===== config.mk =====
export PLATFORM = sky130hd
export DESIGN_NAME = hsv2rgb_flow
export DESIGN_NICKNAME = d
export VERILOG_FILES = /design/src/hw/rtl/hsv2rgb_pkg.sv /design/src/hw/rtl/hsv2rgb_flow.sv
export SDC_FILE = /design/constraint.sdc
export NUM_CORES = 1
export LEC_CHECK = 0
export BUFFER_PORTS_ARGS = -buffer_cell sky130_fd_sc_hd__buf_4
export CAP_MARGIN = 10
export CELL_PAD_IN_SITES_DETAIL_PLACEMENT = 1
export CELL_PAD_IN_SITES_GLOBAL_PLACEMENT = 2
export CORE_AREA = 4 4 41 43
export DETAILED_ROUTE_END_ITERATION = 10
export DIE_AREA = 0 0 45 47
export PLACE_DENSITY = 0.6
export SLEW_MARGIN = 10
export SYNTH_ARGS = -nofsm -noshare
export SYNTH_HDL_FRONTEND = slang
export SYNTH_SLANG_ARGS = --single-unit
export TNS_END_PERCENT = 30

===== constraint.sdc =====
create_clock -name clk -period 1.2 [get_ports clk]
set_input_delay 0.18 -clock clk [delete_from_list [all_inputs] [get_ports clk]]
set_output_delay 0.18 -clock clk [all_outputs]
set_load 0.03 [all_outputs]

===== src/hw/rtl/hsv2rgb_pkg.sv =====
package hsv2rgb_pkg;

    // Pipeline depth: hue decode, multiply, partial products, scaling, output.
    localparam int NUM_STAGES = 5;

    localparam logic [12:0] ONE_FX    = 13'd4096;
    localparam logic [11:0] SEG_WIDTH = 12'd600;

    // floor(y / 5) for y below 43690 is (y * 26215) >> 17; the factor 17 of
    // 255 / 600 = 17 / 40 is folded in, so tri * TRI_RECIP >> 17 = floor(tri * 17 / 5).
    localparam logic [18:0] TRI_RECIP = 19'd445655;
    localparam int          TRI_SHIFT = 17;

    // floor(x / 5) for x below 2^27 is (x * FIFTH_RECIP) >> 29.
    localparam logic [26:0] FIFTH_RECIP = 27'd107374183;
    localparam int          FIFTH_SHIFT = 29;

    localparam logic [7:0] CH_MAX = 8'd255;

    // Sixty-degree hue sectors.
    typedef enum logic [2:0] {
        SECT_RED_YELLOW    = 3'd0,
        SECT_YELLOW_GREEN  = 3'd1,
        SECT_GREEN_CYAN    = 3'd2,
        SECT_CYAN_BLUE     = 3'd3,
        SECT_BLUE_MAGENTA  = 3'd4,
        SECT_MAGENTA_RED   = 3'd5
    } sector_t;

    typedef struct packed {
        logic [NUM_STAGES-1:0] load;
    } flow_ctl_t;

    // Hand-off from the front half to the back half of the pipeline.
    typedef struct packed {
        logic [12:0] val;
        logic [24:0] vs;
        logic [11:0] t1;
        logic [9:0]  tri_w;
        sector_t     sector;
        logic [7:0]  chan_full;
        logic [7:0]  alpha;
    } mid_t;

    function automatic logic [12:0] clamp_one(input logic [12:0] v);
        logic [12:0] r;
        r = (v > ONE_FX) ? ONE_FX : v;
        return r;
    endfunction

endpackage


===== src/hw/rtl/hsv2rgb_flow.sv =====
module hsv2rgb_flow (
    input  logic                   clk,
    input  logic                   rst_n,
    input  logic                   in_valid,
    output logic                   in_stall,
    output logic                   out_valid,
    input  logic                   out_stall,
    output hsv2rgb_pkg::flow_ctl_t ctl
);
    import hsv2rgb_pkg::*;

    logic [NUM_STAGES-1:0] valid_reg;
    logic [NUM_STAGES-1:0] valid_next;
    logic [NUM_STAGES-1:0] ready;

    // A stage may load when it is empty or when the stage after it moves on.
    always_comb
    begin
        ready[NUM_STAGES-1] = !valid_reg[NUM_STAGES-1] || !out_stall;
        for (int i = NUM_STAGES - 2; i >= 0; i--)
        begin
            ready[i] = !valid_reg[i] || ready[i+1];
        end
    end

    always_comb
    begin
        for (int i = 0; i < NUM_STAGES; i++)
        begin
            if (ready[i])
            begin
                valid_next[i] = (i == 0) ? in_valid : valid_reg[(i == 0) ? 0 : i - 1];
            end
            else
            begin
                valid_next[i] = valid_reg[i];
            end
        end
    end

    always_ff @(posedge clk or negedge rst_n)
    begin
        if (!rst_n)
        begin
            valid_reg <= '0;
        end
        else
        begin
            valid_reg <= valid_next;
        end
    end

    assign ctl.load  = ready;
    assign in_stall  = !ready[0];
    assign out_valid = valid_reg[NUM_STAGES-1];

endmodule


==> results.md <==
- Cts bufs inserted: 3
- Cell area power density: 1490 mW/mm^2
- Core Area: 0.00130 sq mm
- Hold Crit Depth: 2
- Lkg Pwr: 0.178 nW
- Synth area leader: dfrtp_1
- Initial Util: 16.2%
- Io pins: 11
- Clock slew at reported path FFs: 40 ps
- Final Non-Filler Cells: 50
- Class of the most critical hold timing path: in -> reg
- CP arrival: 1180 ps
- Largest net degree at the start of global routing: 7
- Startpoint types: register
- First-pass GRT wire length: 972 um
- Via count: 194
- Total gr overflow: 0
- Yosys top cell area share: 59.5%
- DP HPWL: 389 um
- Net count, final: 40
- Sequential fraction of the synthesis area: 59.5%
- Req. time, crit path: 1020 ps
- Post-route setup slack: -159 ps
- DRC Markers: 0
- Unique masters post-synth: 11
- CTS sink count: 5
- Fin Setup TNS: -319 ps
- Vias in the first global route: 217
- Syn Nets: 22
- Final period util: 113%
- Final Hold Fails: 0
- CP Class: reg -> out
- Period minus WS final: 1360 ps
- Worst-case clock buffer depth: 2
- Drt total wl: 595 um
- Skew-Pair Late Insertion Delay: 240 ps
- # placed instances: 42
- Reg2Reg Depth: 3
- Peak Freq: 736 MHz
- Yosys warns: 0
- Rows: 13
- Antenna Cells: 0
- Full die area: 0.00212 sq mm
- Seq cells post-synth: 5
- Worst Max-Slew Pin Slew: 188 ps
- Via-to-Cell Ratio: 3.88
- Critical Path End Type: primary output
- Gr usage total: 7.38%
- Maxcap violations: 0
- Min-delay src: in_valid
- Reg-to-reg endpoint: valid_reg[0]
- FF-to-FF setup slack: 140 ps
- Largest cells by area after synthesis: dfrtp_1 60%, nand2b_1 6.0%, and4_4 5.4%
- Area of the multi-input gates: 95.1 sq um
- Hold EP: valid_reg[0]
- # setup viols final: 4
- Outcome: complete, but fails checks
- Antenna Nets Post-Route: 0
- Mapped cell area: 210 sq um
- Flip-flop and latch area: 126 sq um
- Hold slack: 132 ps
- Max-slew violation count: 0
- H-tree depth: 1
- Pre-CTS setup slack: 36.5 ps
- Placed instance area: 304 sq um
- Setup Skew: 0.499 ps
- CTS tree: built
- Die Y: 47 um
- Max_slew headroom: 87.4%
- Reg2reg start: valid_reg[4]
- Post-Syn Area per Cell: 11.7 sq um
- DIE WIDTH: 45 um
- CP Max Fanout: 5
- RSZ-0062 raised after global routing: true
- Final GP Congestion: 0.666
- Failing checks: setup timing
- Final Instance Area: 400 sq um
- IO Port Bufs: 10
- Max rail drop VDD: 0.556 mV
- P&R area growth vs syn: 90.5%
- Max reg flops: 5
- Mapped Cells: 18
- Share of layout cells above drive strength 1: 62.9%
- WL per Instance: 11.9 um
- Number of antenna violations at the first check in global routing: 0
- Drt initial violations: 3
- First-pass iteration count of the detailed router: 2
- Root Buffer: clkbuf_4
- Fill count: 155
-- cell type report --
class | instances | share of cell area [%]
Sequential cell | 5 | 31.6
Clock buffer | 4 | 6.56
Tap cell | 15 | 4.69
Inverter | 1 | 0.938
Timing Repair Buffer | 14 | 32.5
Multi-Input combinational cell | 11 | 23.8
-- logic make-up after synthesis --
| logic type | after synthesis | synth area share (%) |
|---|---|---|
| buffers and inverters | 2 | 7.14 |
| AO/OA/AOI/OAI | 2 | 7.74 |
| flip-flops | 5 | 59.5 |
| AND/OR/NAND/NOR | 9 | 25.6 |
-- stage by stage --
stage,util [%],power (mW)
CTS,30.2,0.604
finish,30.8,0.597
global placement,23.4,0.357
detailed placement,23.4,0.360
floorplan,-,0.310
global route,30.8,0.638
-- worst max-delay path, cell delays in order (launching register included) --
cell and delay, ps:
dfrtp_2 350, and4_4 260, and3_4 190, buf_6 120
-- synth_stat cells --
cell      n
a31o_1    1
and4_4    1
nand3_1   2
or2_1     1
nand2b_1  2
nand2_1   2
and3_1    1
inv_1     1
a21o_1    1
dfrtp_1   5
buf_6     1
-- where the power goes --
| group | switching (mW) | total [mW] | internal, mW |
|---|---|---|---|
| Combinational | 0.103 | 0.199 | 0.0963 |
| Sequential | 0.0169 | 0.206 | 0.189 |
| Clock | 0.0665 | 0.192 | 0.126 |
-- placed cells by master, fill, tap and decap left out --
master / netlist / routed
a21o_1: 1 / 1
a31o_1: 1 / 1
and3_4: 0 / 1
and4_4: 1 / 1
buf_4: 0 / 7
buf_6: 1 / 6
clkbuf_1: 0 / 1
clkbuf_4: 0 / 3
dfrtp_1: 5 / 4
dfrtp_2: 0 / 1
dlygate4sd3_1: 0 / 1
inv_1: 1 / 1
nand2_1: 2 / 1
nand2_2: 0 / 1
nand2b_1: 2 / 2
nand3_2: 0 / 1
nand3_4: 0 / 1
or2_1: 1 / 1
-- per-layer routing --
| metal | vias up | GRT usage (%) | routed length, um |
|---|---|---|---|
| met2 | 10 | 11.9 | 291 |
| met4 | 0 | 5.26 | 6 |
| li1 | 94 | - | - |
| met3 | 2 | 5.75 | 63 |
| met1 | 88 | 6.22 | 235 |
| met5 | - | 0 | 0 |
-- repair_timing --
| action | CTS | global route |
|---|---|---|
| buffers inserted | 3 | 0 |
| pin swaps | 1 | 1 |
| hold buffers | 1 | 0 |
| endpoints found under the setup margin | 4 | 6 |
| resized for setup | 8 | 1 |
| endpoints found under the hold margin | 5 | 0 |
-- worst max path at each step --
stage / slack (ps) / depth (start not counted) / to / from
after global routing: -190 / 3 / in_stall / valid_reg[4]
after floorplan: -10 / 3 / in_stall / valid_reg[4]
after detailed placement: 40 / 3 / in_stall / valid_reg[4]
after global placement: 70 / 3 / in_stall / valid_reg[4]
after CTS: -160 / 3 / in_stall / valid_reg[3]
final: -160 / 3 / in_stall / valid_reg[4]
Power figures use the tool's default switching activity.
