--- src/hw/rtl/hsv2rgb_pkg.sv ---
package hsv2rgb_pkg;

    // Pipeline depth: hue decode, multiply, partial products, scaling, output.
    localparam int NUM_STAGES = 5;

    localparam logic [12:0] ONE_FX    = 13'd4096;
    localparam logic [11:0] SEG_WIDTH = 12'd600;

    // floor(y / 5) for y below 43690 is (y * 26215) >> 17; the factor 17 of
    // 255 / 600 = 17 / 40 is folded in, so tri * TRI_RECIP >> 17 = floor(tri * 17 / 5).
    localparam logic [18:0] TRI_RECIP = 19'd445655;
    localparam int          TRI_SHIFT = 17;

    // floor(x / 5) for x below 2^27 is (x * FIFTH_RECIP) >> 29.
    localparam logic [26:0] FIFTH_RECIP = 27'd107374183;
    localparam int          FIFTH_SHIFT = 29;

    localparam logic [7:0] CH_MAX = 8'd255;

    // Sixty-degree hue sectors.
    typedef enum logic [2:0] {
        SECT_RED_YELLOW    = 3'd0,
        SECT_YELLOW_GREEN  = 3'd1,
        SECT_GREEN_CYAN    = 3'd2,
        SECT_CYAN_BLUE     = 3'd3,
        SECT_BLUE_MAGENTA  = 3'd4,
        SECT_MAGENTA_RED   = 3'd5
    } sector_t;

    typedef struct packed {
        logic [NUM_STAGES-1:0] load;
    } flow_ctl_t;

    // Hand-off from the front half to the back half of the pipeline.
    typedef struct packed {
        logic [12:0] val;
        logic [24:0] vs;
        logic [11:0] t1;
        logic [9:0]  tri_w;
        sector_t     sector;
        logic [7:0]  chan_full;
        logic [7:0]  alpha;
    } mid_t;

    function automatic logic [12:0] clamp_one(input logic [12:0] v);
        logic [12:0] r;
        r = (v > ONE_FX) ? ONE_FX : v;
        return r;
    endfunction

endpackage

--- src/hw/rtl/hsv2rgb_front.sv ---
module hsv2rgb_front (
    input  logic                   clk,
    input  hsv2rgb_pkg::flow_ctl_t ctl,
    input  logic [11:0]            hue,
    input  logic [12:0]            saturation,
    input  logic [12:0]            brightness,
    input  logic [12:0]            opacity,
    output hsv2rgb_pkg::mid_t      mid
);
    import hsv2rgb_pkg::*;

    // Stage 0: clamp and hue decode.
    logic [12:0] sat_reg, val_reg, opa_reg;
    logic [9:0]  tri_reg, tri_next;
    sector_t     sector_reg, sector_next;
    logic [11:0] hm_wide;
    logic [10:0] hm;
    logic [10:0] hue_dist_wide;
    logic [9:0]  hue_dist;

    always_comb
    begin
        if (hue < 12'd600)
        begin
            sector_next = SECT_RED_YELLOW;
        end
        else if (hue < 12'd1200)
        begin
            sector_next = SECT_YELLOW_GREEN;
        end
        else if (hue < 12'd1800)
        begin
            sector_next = SECT_GREEN_CYAN;
        end
        else if (hue < 12'd2400)
        begin
            sector_next = SECT_CYAN_BLUE;
        end
        else if (hue < 12'd3000)
        begin
            sector_next = SECT_BLUE_MAGENTA;
        end
        else
        begin
            sector_next = SECT_MAGENTA_RED;
        end

        if (hue >= 12'd3600)
        begin
            hm_wide = hue - 12'd3600;
        end
        else if (hue >= 12'd2400)
        begin
            hm_wide = hue - 12'd2400;
        end
        else if (hue >= 12'd1200)
        begin
            hm_wide = hue - 12'd1200;
        end
        else
        begin
            hm_wide = hue;
        end
        hm = hm_wide[10:0];

        if (hm >= SEG_WIDTH[10:0])
        begin
            hue_dist_wide = hm - SEG_WIDTH[10:0];
        end
        else
        begin
            hue_dist_wide = SEG_WIDTH[10:0] - hm;
        end
        hue_dist = hue_dist_wide[9:0];
        tri_next = SEG_WIDTH[9:0] - hue_dist;
    end

    always_ff @(posedge clk)
    begin
        if (ctl.load[0])
        begin
            sat_reg    <= clamp_one(saturation);
            val_reg    <= clamp_one(brightness);
            opa_reg    <= clamp_one(opacity);
            tri_reg    <= tri_next;
            sector_reg <= sector_next;
        end
    end

    // Stage 1: chroma product and the scaled triangle term.
    logic [25:0] vs_full;
    logic [28:0] tri_prod;
    logic [20:0] val_scaled;
    logic [20:0] opa_scaled;
    mid_t        mid_reg, mid_next;

    assign vs_full    = val_reg * sat_reg;
    assign tri_prod   = tri_reg * TRI_RECIP;
    assign val_scaled = val_reg * CH_MAX;
    assign opa_scaled = opa_reg * CH_MAX;

    always_comb
    begin
        mid_next.val       = val_reg;
        mid_next.vs        = vs_full[24:0];
        mid_next.t1        = tri_prod[28:TRI_SHIFT];
        mid_next.tri_w     = tri_reg;
        mid_next.sector    = sector_reg;
        mid_next.chan_full = val_scaled[19:12];
        mid_next.alpha     = opa_scaled[19:12];
    end

    always_ff @(posedge clk)
    begin
        if (ctl.load[1])
        begin
            mid_reg <= mid_next;
        end
    end

    assign mid = mid_reg;

endmodule

--- config.mk ---
export PLATFORM = sky130hd
export DESIGN_NAME = hsv2rgb_front
export DESIGN_NICKNAME = d
export VERILOG_FILES = /design/src/hw/rtl/hsv2rgb_pkg.sv /design/src/hw/rtl/hsv2rgb_front.sv
export SDC_FILE = /design/constraint.sdc
export NUM_CORES = 1
export LEC_CHECK = 0
export BUFFER_PORTS_ARGS = -buffer_cell sky130_fd_sc_hd__buf_2
export CAP_MARGIN = 10
export CORE_MARGIN = 2
export CORE_UTILIZATION = 41
export CTS_CLUSTER_SIZE = 8
export DETAILED_ROUTE_END_ITERATION = 8
export PLACE_DENSITY_LB_ADDON = 0.12
export SLEW_MARGIN = 25
export SYNTH_ARGS = -nofsm -noshare
export SYNTH_HDL_FRONTEND = slang
export SYNTH_SLANG_ARGS = --single-unit
--- constraint.sdc ---
create_clock -name clk -period 15.02 [get_ports clk]
set_input_delay 0.751 -clock clk [delete_from_list [all_inputs] [get_ports clk]]
set_output_delay 0.751 -clock clk [all_outputs]
set_load 0.02 [all_outputs]
==> run summary, run 1 <==
The number of instances in the synthesized netlist is 1746. The fraction of final layout cells with drive strength greater than 1 came out at 10.3%. The share of the yosys chip area belonging to registers came out at 21.5%. The worst hold path was traced through 0 stages. The total number of yosys warnings came out at 0.

The initial standard-cell utilization of the core came out at roughly two fifths. Global routing finished with a remaining overflow of 0. Summed over all instances, the cell type with the most area after synthesis is sky130_fd_sc_hd__fa_1. The insertion delay to the later sink of the worst-skew pair is roughly 0.48 ns. The total DRC errors in the routed layout is 0. The estimated wirelength of the detail-placed design came out at ~30 mm. The post-synthesis instance area is ~18000 um2. In this run the worst hold path is classified as reg2reg. The initialized floorplan defines 77 standard-cell rows.

In this run the most critical hold path is launched from sector_reg[2]$_SDFFCE_PP0P_. In this run the clock root is driven by a sky130_fd_sc_hd__clkbuf_16. The via total after detailed routing came out at between 10000 and 15000. The buffer and inverter count on the worst path is 4. The final net count came out at ~2400. The register bit total from synthesis is approximately 130. The number of detailed-route iterations in the first pass came out at 4.

The worst setup path is captured at a flip-flop. The first element of the critical path is val_reg[3]$_SDFFCE_PN0P_. Across the run, the number of max-cap violations was 0.

The smallest clock period supported by the final layout is computed as roughly 7.1 ns. The number of flip-flops in the largest register is between 70 and 80. The synthesis-to-finish area growth is 10.3%. The full die area is roughly 46000 um2. Yosys mapped a number of flops with a built-in enable equal to 131. The critical path is of the reg2reg type.

The sum of negative setup slack is 0 ns. The number of routed nets with antenna violations is 0. The number of max-slew violations in the final report is 0.

The global placement routability congestion is 0.838. The largest net degree at the start of global routing is 53. The count of cell instances traversed by the critical path came out at 21. The endpoint arrival time on the critical path came out at ~7.4 ns. The number of buffers added on ports came out at between 100 and 150. The antenna cell count came out at 0. The hold violation count in the final report is 0. The net count after synthesis came out at 2325. The fraction of met2 tracks used by global routing is 31.6%. The count of instances resized after the clock tree is built came out at 0.

The met1 track demand over resource came out at approximately 23%. The post-route fraction of the period consumed by the critical path is between 40 and 50%. The maximum fanout along the worst path came out at 19.

The number of global-route vias before repair came out at ~13000. The cell with the largest stage delay on the worst path is sky130_fd_sc_hd__edfxtp_1. Setup repair after global routing left no endpoint under its margin.

The overall fraction of global-route tracks in use is a little under a fifth. The minimum setup slack after placement is roughly 7.7 ns. Setup violations remaining at the end of the flow were counted as 0. TritonCTS built the clock tree.

The number of H-tree levels came out at 4. The worst register-to-register path begins at val_reg[3]$_SDFFCE_PN0P_. The fraction of synthesis flops using an asynchronous set or reset pin is 0%. The longest individual stage delay on the worst path is a little under 0.8 ns.

The setup slack of the worst register-to-register path is just under 8 ns. The die boundary height is 215 um. The number of buffers added by the clock tree synthesis step is 17. The clock transition at the register clock pins on the worst setup and hold paths after CTS came out at roughly 0.060 ns. The number of hold buffers added after CTS was 0. The vias per cell is approximately 4.8. The maximum clock frequency is about 140 MHz. The final layout contains routed wiring with a total length of between 30 and 40 mm.

Between clock sinks in the finished design, the worst skew comes to about 0.013 ns. Each instance of the synthesized netlist takes up on average roughly 10 um2. Dividing the detail-routed wire length by the instance count gives ~15 um. STA classifies the critical path startpoint as a flip-flop.

Buffers added to address setup during post-CTS repair amount to 0. The pin slew with the least headroom to its limit came out at between 1 and 1.5 ns. The run finished with clean final reports. The number of antenna violations at the first check in global routing came out at 0. The global-route met3 utilization is about 3.6%. The slack of the critical path came out at 7.91 ns. The layer flagged by global routing as most heavily used is met2. The top cell type's share of synthesized area came out at a little under a third. The count of pins on the block boundary is 136.

The critical path's top delay family is adder cells. The first-pass GRT wire length came out at between 60 and 70 mm. The largest buffer count on any clock path came out at 2. The clock drives roughly 130 sinks. The starting DRC count in detailed routing is around 420. In this run the tightest slew margin relative to its limit is a little under a third.

The post-synthesis cell type count is 74. The signal on the critical path passes through and2_1 -> fa_1 -> inv_1 -> fa_1 -> inv_1 -> ha_1 -> ha_1 -> inv_1 -> fa_1 -> inv_1 -> fa_1 -> a21o_1 -> a21oi_1 -> o21bai_1 -> a211oi_1 -> o31ai_1 -> o41ai_1 -> o22ai_1 -> or4_1 -> and3_1 -> a211oi_1. The primary flip-flop cell chosen by synthesis mapping is sky130_fd_sc_hd__edfxtp_1. The count of filler cells inserted in the layout came out at between 4000 and 5000. The floorplan core area is roughly 44000 um2. The required time of the worst setup path is 15.33 ns. The die boundary width is around 220 um.

Ranked by total cell area, the synthesized netlist is headed by sky130_fd_sc_hd__fa_1 (32%), sky130_fd_sc_hd__edfxtp_1 (22%), sky130_fd_sc_hd__ha_1 (16%). The length in cells of the worst reg-to-reg path is 21.
==> path summary, 6_finish.rpt <==
kind                            end
setup reg to reg  mid[65]$_DFFE_PP_
setup / recovery  mid[65]$_DFFE_PP_
hold / removal    mid[18]$_DFFE_PP_
hold reg to reg   mid[18]$_DFFE_PP_
==> placed cells by master, fill, tap and decap left out, types with 5 or more instances in the layout <==
cell	netlist	final
sky130_fd_sc_hd__a211oi_1	12	12
sky130_fd_sc_hd__a21o_1	18	18
sky130_fd_sc_hd__a21oi_1	35	35
sky130_fd_sc_hd__a31oi_1	6	6
sky130_fd_sc_hd__and2_1	85	85
sky130_fd_sc_hd__and3_1	14	14
sky130_fd_sc_hd__buf_2	6	131
sky130_fd_sc_hd__buf_4	1	7
sky130_fd_sc_hd__clkbuf_16	0	17
sky130_fd_sc_hd__edfxtp_1	131	131
sky130_fd_sc_hd__fa_1	288	288
sky130_fd_sc_hd__ha_1	234	234
sky130_fd_sc_hd__inv_1	428	428
sky130_fd_sc_hd__nand2_1	111	111
sky130_fd_sc_hd__nand2b_1	9	9
sky130_fd_sc_hd__nand3_1	12	12
sky130_fd_sc_hd__nor2_1	48	48
sky130_fd_sc_hd__nor2b_1	39	39
sky130_fd_sc_hd__nor3_1	20	20
sky130_fd_sc_hd__o211ai_1	6	6
sky130_fd_sc_hd__o21a_1	5	5
sky130_fd_sc_hd__o21ai_0	28	28
sky130_fd_sc_hd__o21bai_1	6	6
sky130_fd_sc_hd__o31ai_1	7	7
sky130_fd_sc_hd__or2_2	6	6
sky130_fd_sc_hd__or3_1	11	11
sky130_fd_sc_hd__xnor2_1	43	42
sky130_fd_sc_hd__xor2_1	24	24
==> cells by family after synthesis <==
logic type               share of synthesized area (%)
flip-flops                                        21.5
multiplexers                                     0.219
AO/OA/AOI/OAI                                     6.91
XOR/XNOR                                          3.21
buffers and inverters                             9.89
adder cells (fa/ha/maj)                           47.6
AND/OR/NAND/NOR                                   10.6
==> Yosys cell counts (all sizes together), types with 29 or more instances <==
| library cell | number |
|---|---|
| and2 | 85 |
| fa | 288 |
| ha | 234 |
| o21ai | 29 |
| clkbuf | 40 |
| inv | 428 |
| nor2b | 39 |
| xnor2 | 43 |
| a21oi | 35 |
| edfxtp | 131 |
| nor2 | 48 |
| nand2 | 112 |
==> per-stage QoR <==
stage / instances / utilization [%] / instance area, um2 / hold WS [ns]
2_1_floorplan: 1746 / - / 18300 / 0.400
3_3_place_gp: 2428 / 44.2 / 19500 / 0.408
3_5_place_dp: 2428 / 44.2 / 19500 / 0.420
4_1_cts: 2460 / 45.6 / 20100 / 0.424
5_1_grt: 2460 / 45.6 / 20100 / 0.438
6_report: 2460 / 45.6 / 20100 / 0.427
==> cell type report <==
class	count	area, um2	share of cell area (%)
flip-flops and latches	131	3930	19.5
inverters	428	1610	7.98
clock inverters	15	181	0.901
multi-input cells	1139	12500	62.3
repair buffers	138	708	3.52
clock buffers	17	425	2.11
well taps	592	741	3.68
==> layer usage <==
| layer | wire length (um) | vias up |
|---|---|---|
| met1 | 17100 | 5912 |
| met4 | 562 | 0 |
| met2 | 19100 | 153 |
| met5 | 0 | - |
| li1 | - | 5740 |
| met3 | 1110 | 36 |
Power of run 1 is not shown: default switching activity piles up to over one toggle a cycle in this logic, so the estimate is an artifact.
==> run 2: changes to the inputs <==
==> constraint.sdc (replaced) <==
create_clock -name clk -period 6.35 [get_ports clk]
set_input_delay 0.3175 -clock clk [delete_from_list [all_inputs] [get_ports clk]]
set_output_delay 0.3175 -clock clk [all_outputs]
set_load 0.02 [all_outputs]
==> run 2 against run 1 <==
  * Critical path depth increased by 1
  * Hold slack got worse by 0.33 ns
  * Utilization is 0.59 points higher
  * Clock skew up 0.0053 ns
  * Global-route usage about the same
  * Cell count increased by 1.5%
  * Fmax is 18% higher
  * Sequential share of layout area shrank 0.25 points
  * Setup slack got worse by 7.6 ns
  * Clock-buffer cell count did not move
  * Register-to-register slack worse by 7.6 ns
  * Critical endpoint unchanged
  * Largest cell class unchanged
  * Highest routed layer unchanged
==> run summary, run 2 (synthesis gave the netlist of run 1 again) <==
The commonest non-fill, non-tap cell in the layout is sky130_fd_sc_hd__inv_1. The largest buffer count on any clock path came out at 2 (unchanged). The count of pins on the block boundary came out at 136 (unchanged). TritonCTS built the clock tree. The vias per cell came to 4.79 (-0.49%). The required time of the worst setup path came out at 6.67 ns (-8.66 ns).

STA classifies the critical path startpoint as a flip-flop. The final net count is 2471 (+1.5%). The hold buffer count at cts came out at 0 (unchanged).

The endpoint arrival time on the critical path was 6.32 ns (-1.10 ns). The final instance count without filler cells came out at 2497 (+1.5%). The insertion delay to the later sink of the worst-skew pair is 0.48 ns (about the same). The critical path ends at mid[65]$_DFFE_PP_. The largest net degree at the start of global routing is 53 (unchanged). The startpoint identified for the worst register-to-register timing path is sat_reg[3]$_SDFFCE_PN0P_. The first-pass GRT wire length came out at 66.3 mm (+0.64%). The die boundary width is 215 um (unchanged). The die boundary height came out at 215 um (unchanged). The number of detailed-route iterations in the first pass is 5 (+1). The number of buffers added on ports was 132 (unchanged). The hold violation count in the final report came out at 0 (unchanged). The floorplan row count is 77 (unchanged). The clock transition at the register clock pins on the worst setup and hold paths after CTS was 0.07 ns (about the same). The max-cap violation count came out at 0 (unchanged).

In this run the critical register-to-register path is captured at mid[65]$_DFFE_PP_. The sum of negative setup slack came out at 0 ns (unchanged). The global placement routability congestion came out at 0.838 (about the same). The estimated wirelength of the detail-placed design was 31.1 mm (+2.3%). The flow ran to the end, and the final reports show no timing, DRC or antenna violations. The minimum setup slack after placement came to 0.0497 ns (-7.68 ns). The overall overflow remaining after global route is 0 (unchanged). The starting DRC count in detailed routing came to 458 (+9.6%). The cell with the largest stage delay on the worst path is sky130_fd_sc_hd__fa_1. Setup repair after global routing left no endpoint under its margin. The worst max-slew margin expressed relative to the limit came out at 36.1% (+5.6 points). The number of global-route vias before repair came to 13300 (+1.1%). The number of max-slew violations in the final report is 0 (unchanged). The maximum fanout along the worst path came out at 7 (-12).

The fraction of final layout cells with drive strength greater than 1 is 12.4% (+2.1 points). The length in cells of the worst reg-to-reg path is 22 (+4.8%). In this run the worst setup path begins at sat_reg[3]$_SDFFCE_PN0P_. The library cells used most frequently in the layout, excluding fill and tap cells, are sky130_fd_sc_hd__inv_1 (428), sky130_fd_sc_hd__fa_1 (288), sky130_fd_sc_hd__ha_1 (234), sky130_fd_sc_hd__buf_2 (131), sky130_fd_sc_hd__edfxtp_1 (131). The slack of the critical path is 0.349 ns (-7.56 ns).

The worst clock skew is 0.0184 ns (+0.00525 ns). The full die area came to 46200 um2 (unchanged). The path class of the lowest-slack min-delay path is in2reg. The kind of critical path is reg2reg. Traced cell by cell, the critical path runs through buf_4 -> and2_1 -> fa_1 -> inv_1 -> fa_1 -> inv_1 -> fa_1 -> inv_1 -> fa_1 -> fa_1 -> inv_1 -> ha_1 -> inv_1 -> o21bai_1 -> a211oi_2 -> o31ai_2 -> o41ai_2 -> buf_4 -> o22ai_1 -> or4_4 -> and3_1 -> a211oi_1. The cell count after placement is 2456 (+1.2%). The wire length per cell was 15.3 um (-0.74%). The number of H-tree levels came out at 4 (unchanged). The via total after detailed routing is 12000 (+1.0%). The total number of clock tree sinks is 131 (unchanged). The number of routed nets with antenna violations is 0 (unchanged). The instance count along the most critical hold path came to 1 (+1). The nature of the critical path endpoint is a flip-flop. The initial standard-cell utilization of the core is 41.4% (unchanged).

The floorplan core area was 44100 um2 (unchanged). The number of flip-flops in the largest register is 79 (unchanged). The post-route fraction of the period consumed by the critical path came out at 94.5% (+47 points).

The time the worst path needs with I/O delays and setup is 6.00 ns (-1.11 ns). In this run the most critical hold path is launched from hue[0]. The tree is rooted in a sky130_fd_sc_hd__clkbuf_16. The number of antenna violations at the first check in global routing is 0 (unchanged). The pin slew with the least headroom to its limit is 0.951 ns (-0.0816 ns). The final count of negative-setup-slack endpoints is 0 (unchanged). The setup slack of the worst register-to-register path is 0.35 ns (-7.56 ns).

The longest individual stage delay on the worst path came out at 0.54 ns (-0.24 ns). The number of buffers added by the clock tree synthesis step is 17 (unchanged). The total DRC errors in the routed layout came out at 0 (unchanged).

The maximum clock frequency came out at 167 MHz (+18%). The detailed-route wire length came out at 38.1 mm (+0.75%). The antenna cell count is 0 (unchanged). The overall fraction of global-route tracks in use came out at 18.1% (+0.044 points). The synthesis-to-finish area growth came out at 11.7%. The count of filler cells inserted in the layout was 4288 (+0.070%).
## run 2: changes by cell type in the layout (fill, tap and decap cells not counted), moves of 2 or more
cell                         change
sky130_fd_sc_hd__clkinv_4        -4
sky130_fd_sc_hd__o41ai_2         +2
sky130_fd_sc_hd__clkinvlp_4      -3
sky130_fd_sc_hd__buf_4          +37
sky130_fd_sc_hd__bufinv_16       -3
sky130_fd_sc_hd__inv_6           +5
sky130_fd_sc_hd__inv_8           +6
## run 2: final cells by class
type	instances	area [um2]	share of cell area (%)
clock inverter	15	153	0.748
clock buffer	17	425	2.09
tap	592	741	3.63
timing repair buffer	175	986	4.83
multi-input combinational	1139	12500	61.5
sequential	131	3930	19.3
inverter	428	1610	7.88
## run 2: how the worst min path moves through the flow
stage	endpoint	slack, ns
after floorplan	mid[16]$_DFFE_PP_	0.40
after global placement	mid[16]$_DFFE_PP_	0.41
after detailed placement	mid[16]$_DFFE_PP_	0.41
after CTS	tri_reg[0]$_DFFE_PP_	0.06
after global routing	tri_reg[0]$_DFFE_PP_	0.09
final	tri_reg[0]$_DFFE_PP_	0.10
## run 2: layer usage
metal  routed length, um  GRT usage [%]
met2               19000           32.0
met3                1160           3.20
met4                 537           4.99
met5                   0              0
met1               17400           22.8
## run 2: critical path, delay by kind of cell, from the launching register on
family	cells	cell delay, ns
AND/OR/NAND/NOR	3	0.76
adder cells (fa/ha/maj)	6	2.87
buffers and inverters	7	0.68
AO/OA/AOI/OAI	6	1.12
flip-flops	1	0.41
## run 2: through the flow
step	hold slack [ns]	instance area, um2	util (%)
finish	0.101	20400	46.2
floorplan	0.400	18300	-
global route	0.0885	20400	46.2
global placement	0.409	19700	44.7
CTS	0.0594	20300	46.0
detailed placement	0.406	19700	44.7
## run 2: what timing repair did
item,4_1_cts,5_1_grt
pin swaps,0,3
setup endpoints to repair,1,3
resized for setup,1,6
setup buffers,0,9
Power of run 2 is left out for the same reason.
